$ cat config.mk
export PLATFORM = sky130hd
export DESIGN_NAME = ncsm_div
export DESIGN_NICKNAME = d
export VERILOG_FILES = /design/src/ncsm_div.sv
export SDC_FILE = /design/constraint.sdc
export NUM_CORES = 1
export LEC_CHECK = 0
export ABC_CLOCK_PERIOD_IN_PS = 5100
export BUFFER_PORTS_ARGS = -buffer_cell sky130_fd_sc_hd__buf_2
export CORE_AREA = 2 2 189 191
export DETAILED_ROUTE_END_ITERATION = 7
export DIE_AREA = 0 0 191 193
export PLACE_DENSITY_LB_ADDON = 0.08
export REMOVE_ABC_BUFFERS = 1
export SLEW_MARGIN = 40
export SYNTH_ARGS = -nofsm -noshare
export SYNTH_HDL_FRONTEND = slang
export SYNTH_SLANG_ARGS = --single-unit
$ cat constraint.sdc
create_clock -name clk -period 5.1 [get_ports clk]
set_clock_uncertainty 0.1 [all_clocks]
set_input_delay 0.51 -clock clk [delete_from_list [all_inputs] [get_ports clk]]
set_output_delay 0.51 -clock clk [all_outputs]
set_load 0.01 [all_outputs]
$ cat src/ncsm_div.sv
module ncsm_div #(
  parameter int NW = 108,
  parameter int EW = 84,
  parameter int QW = 33
) (
  input  logic          clk,
  input  logic          rst_n,
  input  logic          start,
  input  logic [NW-1:0] num,
  input  logic [EW-1:0] den,
  output logic          done,
  output logic [QW-1:0] quot
);

  localparam int RW    = EW + QW;
  localparam int CNT_W = $clog2(QW + 1);

  logic [RW-1:0]    rem_r;
  logic [RW-1:0]    dsh_r;
  logic [QW-1:0]    q_r;
  logic [CNT_W-1:0] cnt_r;
  logic             busy_r;
  logic             done_r;
  logic             take;

  assign take = (rem_r >= dsh_r);

  // restoring division, one quotient bit per cycle, top bit first
  always_ff @(posedge clk) begin
    if (!rst_n) begin
      busy_r <= 1'b0;
      done_r <= 1'b0;
      cnt_r  <= '0;
    end else begin
      done_r <= 1'b0;
      if (start) begin
        busy_r <= 1'b1;
        cnt_r  <= CNT_W'(QW);
      end else if (busy_r) begin
        cnt_r <= cnt_r - CNT_W'(1);
        if (cnt_r == CNT_W'(1)) begin
          busy_r <= 1'b0;
          done_r <= 1'b1;
        end
      end
    end
  end

  always_ff @(posedge clk) begin
    if (start) begin
      rem_r <= RW'(num);
      dsh_r <= RW'(den) << (QW - 1);
      q_r   <= '0;
    end else if (busy_r) begin
      if (take) begin
        rem_r <= rem_r - dsh_r;
      end
      q_r   <= {q_r[QW-2:0], take};
      dsh_r <= dsh_r >> 1;
    end
  end

  assign done = done_r;
  assign quot = q_r;

endmodule
==> results.yml <==
pwr:
  p_int_mw: 5.19
  switching_share_pct: 35.7
  pwr-share-seq_pct: 34.5
  p_comb_share_pct: 37.6
  ir_drop_v: 0.000292
  clkPwrFrac_pct: 28.0
  power_density_nw_per_um2: 385
  leakagePower_nw: 8.69
  power_switching_mw: 2.88
final_layout:
  area_growth_pct: 13.1
  n_antenna_cell: 0
  layout-drive-gt1-share_pct: 13.5
  finalNonFillerCells: 2776
  nets: 2605
  final_util_pct: 59.9
logic_synthesis:
  synth_simple_gate_area_share_pct: 15.5
  syn_inst: 2149
  synth_cell_type_count: 70
  synth.avg_cell_area_um2: 8.62
  synthAdderAreaFrac_pct: 8.08
  synth-compound-area-share_pct: 21.7
  async_flop_share_pct: 0
  yosys_register_bits: 274
  syn_area_um2: 18500
  synth-edff-count: 192
  synth.mux.area_fraction_pct: 3.58
  synthXorXnorAreaFrac_pct: 5.16
  seq_area_frac_synth_pct: 40.0
  synth_top_family_by_area: "compound AO/OA/AOI/OAI gates"
  ys.flop_type: "edfxtp_1"
  yosysWarningCount: 0
routing:
  wl_per_cell_um: 17.7
  viasPerCell: 5.77
  drc: 0
  wl_mm: 49.1
  drt-initial-drc-count: 1080
  drt-pass1-iter-count: 5
  ant_nets: 0
  vias: 16000
setup_path:
  path_max_fanout: 14
  arrival_ns: 4.78
  timing.rr.start: "dsh_r[23]"
  crit_chain: "inv_1 > ha_1 > nand4_1 > or2_1 > nor3_2 > o2111ai_1 > a21oi_2 > o211ai_2 > a2111oi_4 > o21ai_2 > a211oi_2 > o21ai_2 > buf_4 > a211oi_1 > mux2_2"
  path_class: "reg -> reg"
  crit_start: "dsh_r[23]"
  worst_path_most_repeated_cell: "o21ai_2"
  max_stage_delay_ns: 0.47
  critPathTopFamily: "compound AO/OA/AOI/OAI gates"
  cp-end-kind: "register"
  critPathRequiredTime_ns: 5.48
  critPathBufInv: 2
  start_kind: "register"
  worst_path_max_delay_cell: "a2111oi_4"
timing:
  fin_crit_sh_pct: 86.2
  setup_viol: 0
  max_freq_mhz: 227
  fin_crit_ns: 4.40
  slew_headroom_pct: 43.0
  rsz0062_at_grt: "no"
  fin_ws_ns: 0.702
  setup_tns_ns: 0
  finalHoldWorstSlack_ns: 0.0830
  slew_violations: 0
  finalHoldViolCount: 0
  worst_slew_pin_slew_ns: 0.843
clocking:
  cts_setup_buffers: 0
  cts_made_buffers: 30
  cts_tree: "done"
  path_clk_slew_ns: 0.06
  postCtsHoldBufs: 0
  ctsHtreeMaxLevel: 1
  clock_latency_ns: 0.59
  clock-sinks: 274
  clockBufferDepth: 3
  cts-root-buf: "clkbuf_16"
  postCtsResizedCells: 0
floorplan:
  fp.dieW_um: 191
  core_um2: 35000
  die_h_um: 193
  die_area_um2: 36900
  ios: 229
  rows: 69
  floorplan.initialDensity_pct: 53.0
outcome:
  status: "completed"
worst_hold_path:
  hold_class: "in -> reg"
  hold_path_startpoint: "rst_n"
global_route:
  grt_pass1_wl_mm: 77.7
  antenna_found_initial: 0
  grt_use_total_pct: 26.1
  grt_pass1_vias: 15100
  grt.overflow.total: 0
  grt_max_degree: 219
placed_design:
  portBuffers: 228
  place_inst: 2719
  place_hpwl_mm: 36.4
  place.gp.congestion: 0.921
  post-place-ws_ns: 0.748
job:
  drv_cap: 0
routing by layer:
metal  wire [µm]  vias up  share of wire [%]  GRT usage, %
li1            -     7995                  -             -
met1       23000     7465                 47          37.4
met2       22200      476                 45          42.5
met3        2880       72                5.9          2.59
met4        1080        0                2.2          6.77
met5           0        -                  0             0
cells in the mapped netlist (4+ instances only):
library cell / n / area (µm²)
nand3_1: 23 / 115
ha_1: 118 / 1480
o21a_1: 19 / 143
nor2b_1: 9 / 56.3
nand4_1: 59 / 369
a21o_1: 48 / 360
o31ai_1: 88 / 661
dfxtp_1: 82 / 1640
buf_1: 8 / 30.0
xor2_1: 39 / 342
o21bai_1: 36 / 270
clkbuf_1: 104 / 390
nor2_1: 140 / 526
o21ai_0: 199 / 996
o21ai_1: 4 / 20.0
nand3b_1: 5 / 37.5
nor3_1: 24 / 120
a31oi_1: 15 / 93.8
inv_1: 154 / 578
nor4_1: 15 / 93.8
or4_1: 4 / 30.0
o221ai_1: 5 / 43.8
a211o_1: 4 / 35.0
nor4b_1: 4 / 35.0
buf_2: 15 / 75.1
mux2i_1: 64 / 641
a211oi_1: 13 / 97.6
a21boi_0: 8 / 60.1
nand2b_1: 14 / 87.6
xnor2_1: 70 / 613
edfxtp_1: 192 / 5770
o211ai_1: 5 / 37.5
and3_1: 4 / 25.0
nand2_1: 316 / 1190
a21oi_1: 180 / 901
and2_1: 9 / 56.3
cells by family (layout without fill, tap and decap cells):
logic type / Yosys count / count (layout)
compound gates: 653 / 653
xor+xnor: 109 / 109
fa+ha+maj: 119 / 119
buf+inv: 286 / 452
flops: 274 / 274
mux: 66 / 66
simple gates: 642 / 642
path summary, 6_finish.rpt:
check / endpoint / slack [ns] / cells past startpoint
worst min-delay path: busy_r / 0.08 / 2
worst max register to register: rem_r[116] / 0.70 / 15
worst min register to register: rem_r[108] / 0.36 / 2
worst max-delay path: rem_r[116] / 0.70 / 15
worst reg2reg max path, stage by stage, from the launching register on:
cell and delay, ns:
dfxtp_1 0.36, inv_1 0.06, ha_1 0.42, nand4_1 0.17
or2_1 0.29, nor3_2 0.13, o2111ai_1 0.19, a21oi_2 0.29
o211ai_2 0.19, a2111oi_4 0.48, o21ai_2 0.19, a211oi_2 0.33
o21ai_2 0.11, buf_4 0.21, a211oi_1 0.38, mux2_2 0.38
cell usage in the layout (no fill, tap or decap), types with 31 or more instances in the layout:
cell type	count
nand2_1	314
buf_2	227
o21ai_0	199
edfxtp_1	192
a21oi_1	180
inv_1	154
nor2_1	140
ha_1	118
o31ai_1	88
dfxtp_1	81
xnor2_1	70
mux2i_1	64
nand4_1	59
a21o_1	48
xor2_1	39
o21bai_1	36
clkbuf_16	31
layout make-up:
| class | instances | area (µm²) |
|---|---|---|
| clock buffer | 38 | 862 |
| inverter | 156 | 588 |
| multi-input combinational | 1589 | 10000 |
| tap | 461 | 577 |
| clock inverter | 18 | 169 |
| fill | 3228 | 14000 |
| timing repair buffer | 240 | 1310 |
| sequential | 274 | 7410 |
power groups by stage:
| stage | clock network (mW) | registers [mW] | logic (mW) |
|---|---|---|---|
| floorplan | 0 | 2.83 | 2.17 |
| global placement | 0 | 2.82 | 2.96 |
| detailed placement | 0 | 2.83 | 2.97 |
| CTS | 2.30 | 2.78 | 2.99 |
| global route | 2.39 | 2.80 | 3.37 |
| finish | 2.26 | 2.78 | 3.03 |
flip-flops by register name, indices dropped and copies added, names as in the netlist:
signal,flops
done,1
cnt_r,6
quot,33
dsh_r,116
busy_r,1
rem_r,117
metrics by stage:
step                      total power [mW]  area [µm²]
final                                 8.07       20900
after CTS                             8.07       20900
after global placement                5.78       19900
after detailed placement              5.80       19900
after global routing                  8.56       20900
after floorplan                       5.00       18000
Note: power is estimated with default switching activity, not from simulation.
