$ cat config.mk
export PLATFORM = sky130hd
export DESIGN_NAME = ncsm_ram
export DESIGN_NICKNAME = d
export VERILOG_FILES = /design/src/ncsm_ram.sv
export SDC_FILE = /design/constraint.sdc
export NUM_CORES = 1
export LEC_CHECK = 0
export BUFFER_PORTS_ARGS = -buffer_cell sky130_fd_sc_hd__buf_2
export CORE_MARGIN = 1.5
export CORE_UTILIZATION = 42
export DETAILED_ROUTE_END_ITERATION = 10
export GPL_ROUTABILITY_DRIVEN = 1
export HOLD_SLACK_MARGIN = 0.05
export MAX_ROUTING_LAYER = met4
export PLACE_DENSITY = 0.55
export SKIP_LAST_GASP = 1
export SYNTH_ARGS = -nofsm -noshare
export SYNTH_HDL_FRONTEND = slang
export SYNTH_SLANG_ARGS = --single-unit
$ cat constraint.sdc
create_clock -name clk -period 10.4 [get_ports clk]
set_input_delay 0.52 -clock clk [delete_from_list [all_inputs] [get_ports clk]]
set_output_delay 0.52 -clock clk [all_outputs]
set_load 0.05 [all_outputs]
$ cat src/ncsm_ram.sv
module ncsm_ram #(
  parameter int WIDTH = 48,
  parameter int DEPTH = 32,
  parameter int AW    = (DEPTH > 1) ? $clog2(DEPTH) : 1
) (
  input  logic             clk,
  input  logic             we,
  input  logic [AW-1:0]    waddr,
  input  logic [WIDTH-1:0] wdata,
  input  logic             re,
  input  logic [AW-1:0]    raddr,
  output logic [WIDTH-1:0] rdata
);

  logic [WIDTH-1:0] mem [DEPTH];

  always_ff @(posedge clk) begin
    if (we) begin
      mem[waddr] <= wdata;
    end
    if (re) begin
      rdata <= mem[raddr];
    end
  end

endmodule

==> metrics.md, run 1 <==
| Metric | Value |
|---|---|
| Status | `finished with violations` |
| Violated checks | `max-slew violations` |
| Slew at the pin closest to its max-slew limit | `1.554 ns` |
| Final Power | `13.36 mW` |
| Most common cell after layout, fill and taps aside | `edfxtp_1` |
| CTS max path bufs | `3` |
| Net Count, Synth | `3425` |
| CP endpoint kind | `register` |
| Slew margin rel. | `-3.610%` |
| Synth Instances | `between 3000 and 4000` |
| Final setup fails | `0` |
| Final layout net count | `3576` |
| Cell Pwr Density | `194.2 nW/µm²` |
| Arr. time, crit path | `a little under 4 ns` |
| Clock skew | `roughly 0.022 ns` |
| Final Hold Vio Count | `0` |
| Yosys top cell by area | `edfxtp_1` |
| Layout cells sized above 1 | `around an eighth` |
| Setup_tns | `0 ns` |
| Commonest non-fill, non-tap cells in the layout | `edfxtp_1, mux2i_1, clkbuf_16` |
| Row cnt | `139` |
| Residual DRC | `0` |
| Lkg Pwr | `23.64 nW` |
| Hold-fix buffers, CTS | `0` |
| R2R cell count | `5` |
| Area Overhead vs Synth | `12.36%` |
| GRT overflow | `0` |
| Port bufs | `108` |
| R2R Setup Slk | `roughly 8.8 ns` |
| Number of post-CTS setup repair buffers | `0` |
| Post-route ant nets | `0` |
| Core Region | `between 100000 and 150000 µm²` |
| Iteration-0 DRC Markers | `about 3100` |
| DP Wirelength | `between 70 and 80 mm` |
| Cts bufs inserted | `164` |
| Largest net degree at the start of global routing | `138` |
| Startpoint Class | `input port` |
| Post-Syn Area per Cell | `18.19 µm²` |
| Die area | `148000 µm²` |
| Total Wirelength | `156.6 mm` |
| Number of max-cap violations | `0` |
| Vias in the first global route | `30740` |
| RSZ-0062 raised after global routing | `no` |
| Die Ht | `384.7 µm` |
| RD Place Congestion | `0.7171` |
| Via/cell ratio | `around 5.6` |
| H-Tree Level Count | `4` |
| Total GRT Usage | `21.79%` |
| CTS tree | `built` |
| Worst skew pair latency | `~0.80 ns` |
| Post-Syn Area | `61200 µm²` |
| Period minus WS final | `between 3 and 4 ns` |
| Reg-to-reg startpoint | `mem[1][40]` |
| VDD IR max | `132.5 µV` |
| Warnings from Yosys | `0` |
| DIE WIDTH | `384.7 µm` |
| Clk slew on worst S/H paths | `0.06 ns` |
| Critical Path Fanout Max | `131` |
| Antenna violations before repair | `12` |
| Worst min-delay path endpoint | `mem[15][4]` |
| Max Slew Vio Count | `67` |
| Clock Sinks | `1584` |
| Synth area leaders | `edfxtp_1, mux2i_1, a22oi_1` |
| Fin crit share | `31.86%` |
| Yosys top cell area share | `77.72%` |
| Worst hold path type | `in2reg` |
| Library cells used by synthesis | `25` |
| Cts repair resizes | `0` |
| I/O Pins | `between 100 and 150` |
| Crit path required time | `10.93 ns` |
| Worst Min Path Start | `wdata[4]` |
| #FFs+latches synth | `around 1600` |
| Fmax | `0.3018 GHz` |
| R2r endpoint | `rdata[40]` |
| Initial Util | `42.45%` |
| Hold path depth | `1` |
| WL/cell | `28.22 µm` |
| Sequential area share after synthesis | `77.72%` |
| First-pass GRT wire length | `around 220 mm` |
| Vias | `about 31000` |
| CP Class | `in2reg` |
| Clock root cell | `clkbuf_16` |
| TritonRoute pass-1 iters | `6` |
-- cell usage after synthesis (all sizes together) --
cell    number
or3b         3
buf        131
mux2i      768
or2          1
nand2b       2
a31oi       48
and2         1
nand3      146
nor2        34
nor2b        1
edfxtp    1584
nor3        48
nand3b       5
and2b        1
a22oi      144
or3          1
nand2      146
a21oi      144
a22o        96
clkbuf      60
-- worst max-delay path by stage --
stage,endpoint,from,slack (ns),cells past startpoint
after floorplan,mem[12][0],waddr[1],6.75,3
final,rdata[11],raddr[0],7.09,8
after detailed placement,rdata[0],raddr[0],6.37,8
after global routing,rdata[11],raddr[0],6.99,8
after CTS,rdata[0],raddr[0],7.23,8
after global placement,rdata[10],raddr[0],6.37,8
-- area by class of cell --
cell class	instances	area, µm²
clock buffer	214	4398
multi-input combinational	1589	12670
clock inverter	75	593.1
tap	1903	2381
timing repair buffer	176	1139
fill	11990	75410
antenna	9	22.52
sequential	1584	47570
-- sequential cells by signal, indices dropped and copies added, names as in the netlist --
name,count
mem,1536
rdata,48
-- per-layer routing --
| metal | wire length [µm] | track usage [%] |
|---|---|---|
| met1 | 71070 | 30.56 |
| met2 | 72290 | 32.79 |
| met3 | 9437 | 3.818 |
| met4 | 3804 | 6.124 |
| met5 | 0 | - |
-- cells by family (layout without fill, tap and decap cells) --
kind of cell,after synthesis,after routing,share of synthesized area [%]
DFF,1584,1584,77.72
muxes,768,768,12.56
AOI/OAI and AO/OA,432,432,4.808
and+or+nand+nor,389,389,2.868
buffers and inverters,191,465,2.048
other,0,9,0
-- report_power, final --
part / internal [mW] / leakage [nW] / switching, mW
logic: 0.203 / 6.91 / 0.493
clock network: 3.14 / 2.42 / 2.36
registers: 7.13 / 14.3 / 0.0276
-- metrics by stage --
step           setup WS (ns)  area, µm²  utilization, %  instances  hold WS [ns]
2_1_floorplan          6.752      61210               -       3364        0.6189
3_3_place_gp           6.371      63760           44.22       5252        0.6533
3_5_place_dp           6.370      63760           44.22       5252        0.6655
4_1_cts                7.233      68750           47.68       5541        0.1640
5_1_grt                6.990      68760           47.69       5548        0.2105
6_report               7.086      68770           47.70       5550        0.2172
-- worst max-delay path, cell delays in order --
cell and delay, ns:
buf_8 0.46, buf_12 0.73, buf_4 0.96, mux2i_1 0.28, a22o_1 0.17, nor3_1 0.06
a31oi_1 0.22, nand3_1 0.08
Power figures use the tool's default switching activity.
==> inputs of run 2 (changes only) <==
Clock period 10.4 ns to 3.2 ns, I/O delays scaled along.
==> metrics.md, run 2 (synthesis results as in run 1) <==
| Metric | Value |
|---|---|
| Number of placed cells counting well taps | `5328 (+1.4%)` |
| Arr. time, crit path | `1.63 ns (-2.22 ns)` |
| Cell Pwr Density | `629.8 nW/µm² (+220%)` |
| Worst hold path type | `in2reg` |
| Final setup fails | `0 (unchanged)` |
| Setup_tns | `0 ns (unchanged)` |
| Critical Path Fanout Max | `1 (-99%)` |
| Startpoint Class | `register` |
| DIE WIDTH | `384.7 µm (unchanged)` |
| Die Ht | `384.7 µm (unchanged)` |
| Vias in the first global route | `31130 (+1.3%)` |
| Status | `completed` |
| Clock skew | `0.02079 ns (-0.001475 ns)` |
| CTS max path bufs | `3 (unchanged)` |
| CTS tree | `built` |
| Die area | `148000 µm² (unchanged)` |
| Final Power | `44.53 mW (+230%)` |
| Post-route ant nets | `0 (unchanged)` |
| CP top delay family | `flip-flops` |
| Most common cell after layout, fill and taps aside | `edfxtp_1` |
| Largest net degree at the start of global routing | `76 (-45%)` |
| Final layout net count | `3703 (+3.6%)` |
| Vias | `31880 (+1.7%)` |
| Initial Util | `42.45% (unchanged)` |
| Fmax | `around 0.56 GHz` |
| Residual DRC | `0 (unchanged)` |
| Fin crit share | `55.92%` |
| Row cnt | `139 (unchanged)` |
| DP Wirelength | `81.91 mm (+9.0%)` |
| Commonest non-fill, non-tap cells in the layout | `edfxtp_1, mux2i_1, clkbuf_16` |
| TritonRoute pass-1 iters | `7 (+1)` |
| Iteration-0 DRC Markers | `2854 (-9.3%)` |
| Number of max-cap violations | `0 (unchanged)` |
| RD Place Congestion | `0.7451 (+3.9%)` |
| Area Overhead vs Synth | `15.54%` |
| Worst Min Path Start | `raddr[2]` |
| Reg-to-reg startpoint | `mem[5][12]` |
| CP Launch Point | `rdata[40]` |
| Max FFs per register | `1536 (unchanged)` |
| Crit path max-delay cell type | `edfxtp_1` |
| Slew at the pin closest to its max-slew limit | `1.030 ns (-0.5240 ns)` |
| Total GRT Usage | `22.25% (+0.47 points)` |
| Final Hold Vio Count | `0 (unchanged)` |
| Fillcell total | `11840 (-1.3%)` |
| Final hold slack | `0.1577 ns (-0.05941 ns)` |
| Period minus WS final | `1.789 ns` |
| Core Util, Final | `49.05% (+1.3 points)` |
| RSZ-0062 raised after global routing | `no` |
| CP max stage delay | `0.51 ns (-0.45 ns)` |
| CP Buf/Inv Count | `1 (-2)` |
| Non-Filler Instances | `5679 (+2.3%)` |
| Port bufs | `108 (unchanged)` |
| Cts bufs inserted | `166 (+1.2%)` |
| Clock root cell | `clkbuf_16` |
| Total Wirelength | `160.0 mm (+2.1%)` |
| H-Tree Level Count | `4 (unchanged)` |
| Clk slew on worst S/H paths | `0.06 ns (about the same)` |
| CP Class | `reg2out` |
| CP endpoint kind | `primary output` |
| Via/cell ratio | `5.613 (-0.63%)` |
| I/O Pins | `109 (unchanged)` |
| Antenna violations before repair | `3 (-9)` |
| Largest regs | `mem: 1536 flops, rdata: 48 flops` |
| WL/cell | `28.17 µm (-0.17%)` |
| Lkg Pwr | `24.56 nW (+3.9%)` |
| Slew margin rel. | `31.33% (+35 points)` |
| Clock Sinks | `1584 (unchanged)` |
| First-pass GRT wire length | `228.1 mm (+2.3%)` |
| VDD IR max | `435.7 µV (+230%)` |
| Register name with the most flops | `mem` |
| Crit path required time | `3.04 ns (-7.89 ns)` |
| Cts repair resizes | `0 (unchanged)` |
| Cells along the critical path | `buf_2` |
| Layout cells sized above 1 | `13.78% (+2.1 points)` |
| Core Region | `144200 µm² (unchanged)` |
| GRT overflow | `0 (unchanged)` |
| Worst skew pair latency | `0.80 ns (about the same)` |
| Max Slew Vio Count | `0 (-100%)` |
## run 2: cell count changes in the layout (fill, tap and decap cells not counted), moves of 2 or more
cell	change
clkbuf_1	-7
clkinv_1	-2
buf_4	+27
buf_12	+49
dlygate4sd3_1	+49
clkinv_2	+5
inv_6	+4
clkinv_8	-3
diode_2	-6
bufinv_16	+8
clkinvlp_4	+2
## run 2: through the flow
step	setup slack [ns]	area [µm²]
CTS	1.369	70710
detailed placement	0.9022	64940
global placement	0.9047	64940
floorplan	-0.08814	61210
global route	1.346	70710
finish	1.411	70720
## run 2: final cells by class
type                       instances  area, µm²  share of cell area (%)
tap                             1903       2381                   3.367
sequential                      1584      47570                   67.26
clock buffer                     208       4397                   6.217
multi-input combinational       1589      12670                   17.92
timing repair buffer             301       2813                   3.977
clock inverter                    91      880.8                   1.246
antenna                            3      7.507                 0.01062
## run 2: final timing paths
kind	slack (ns)	cells past startpoint	to
worst min-delay path	0.16	6	rdata[6]
worst min register to register	0.67	4	rdata[25]
worst max register to register	1.43	5	rdata[12]
worst max-delay path	1.41	1	rdata[40]
## run 2: what timing repair did
| action | CTS | global route |
|---|---|---|
| hold buffers | 49 | 0 |
| hold endpoints to repair | 1566 | 0 |
| buffers inserted | 0 | 0 |
## run 2: power by group
group | switching [mW] | internal, mW
registers | 0.0980 | 23.2
clock network | 7.91 | 10.9
logic | 1.65 | 0.778
total | 9.66 | 34.9
## run 2: routing by layer
layer / GRT usage [%] / wire (µm) / share of wire, %
met2: 33.80 / 74440 / 47
met1: 31.69 / 73740 / 46
met4: 5.694 / 3153 / 2.0
met3: 3.103 / 8638 / 5.4
met5: - / 0 / 0
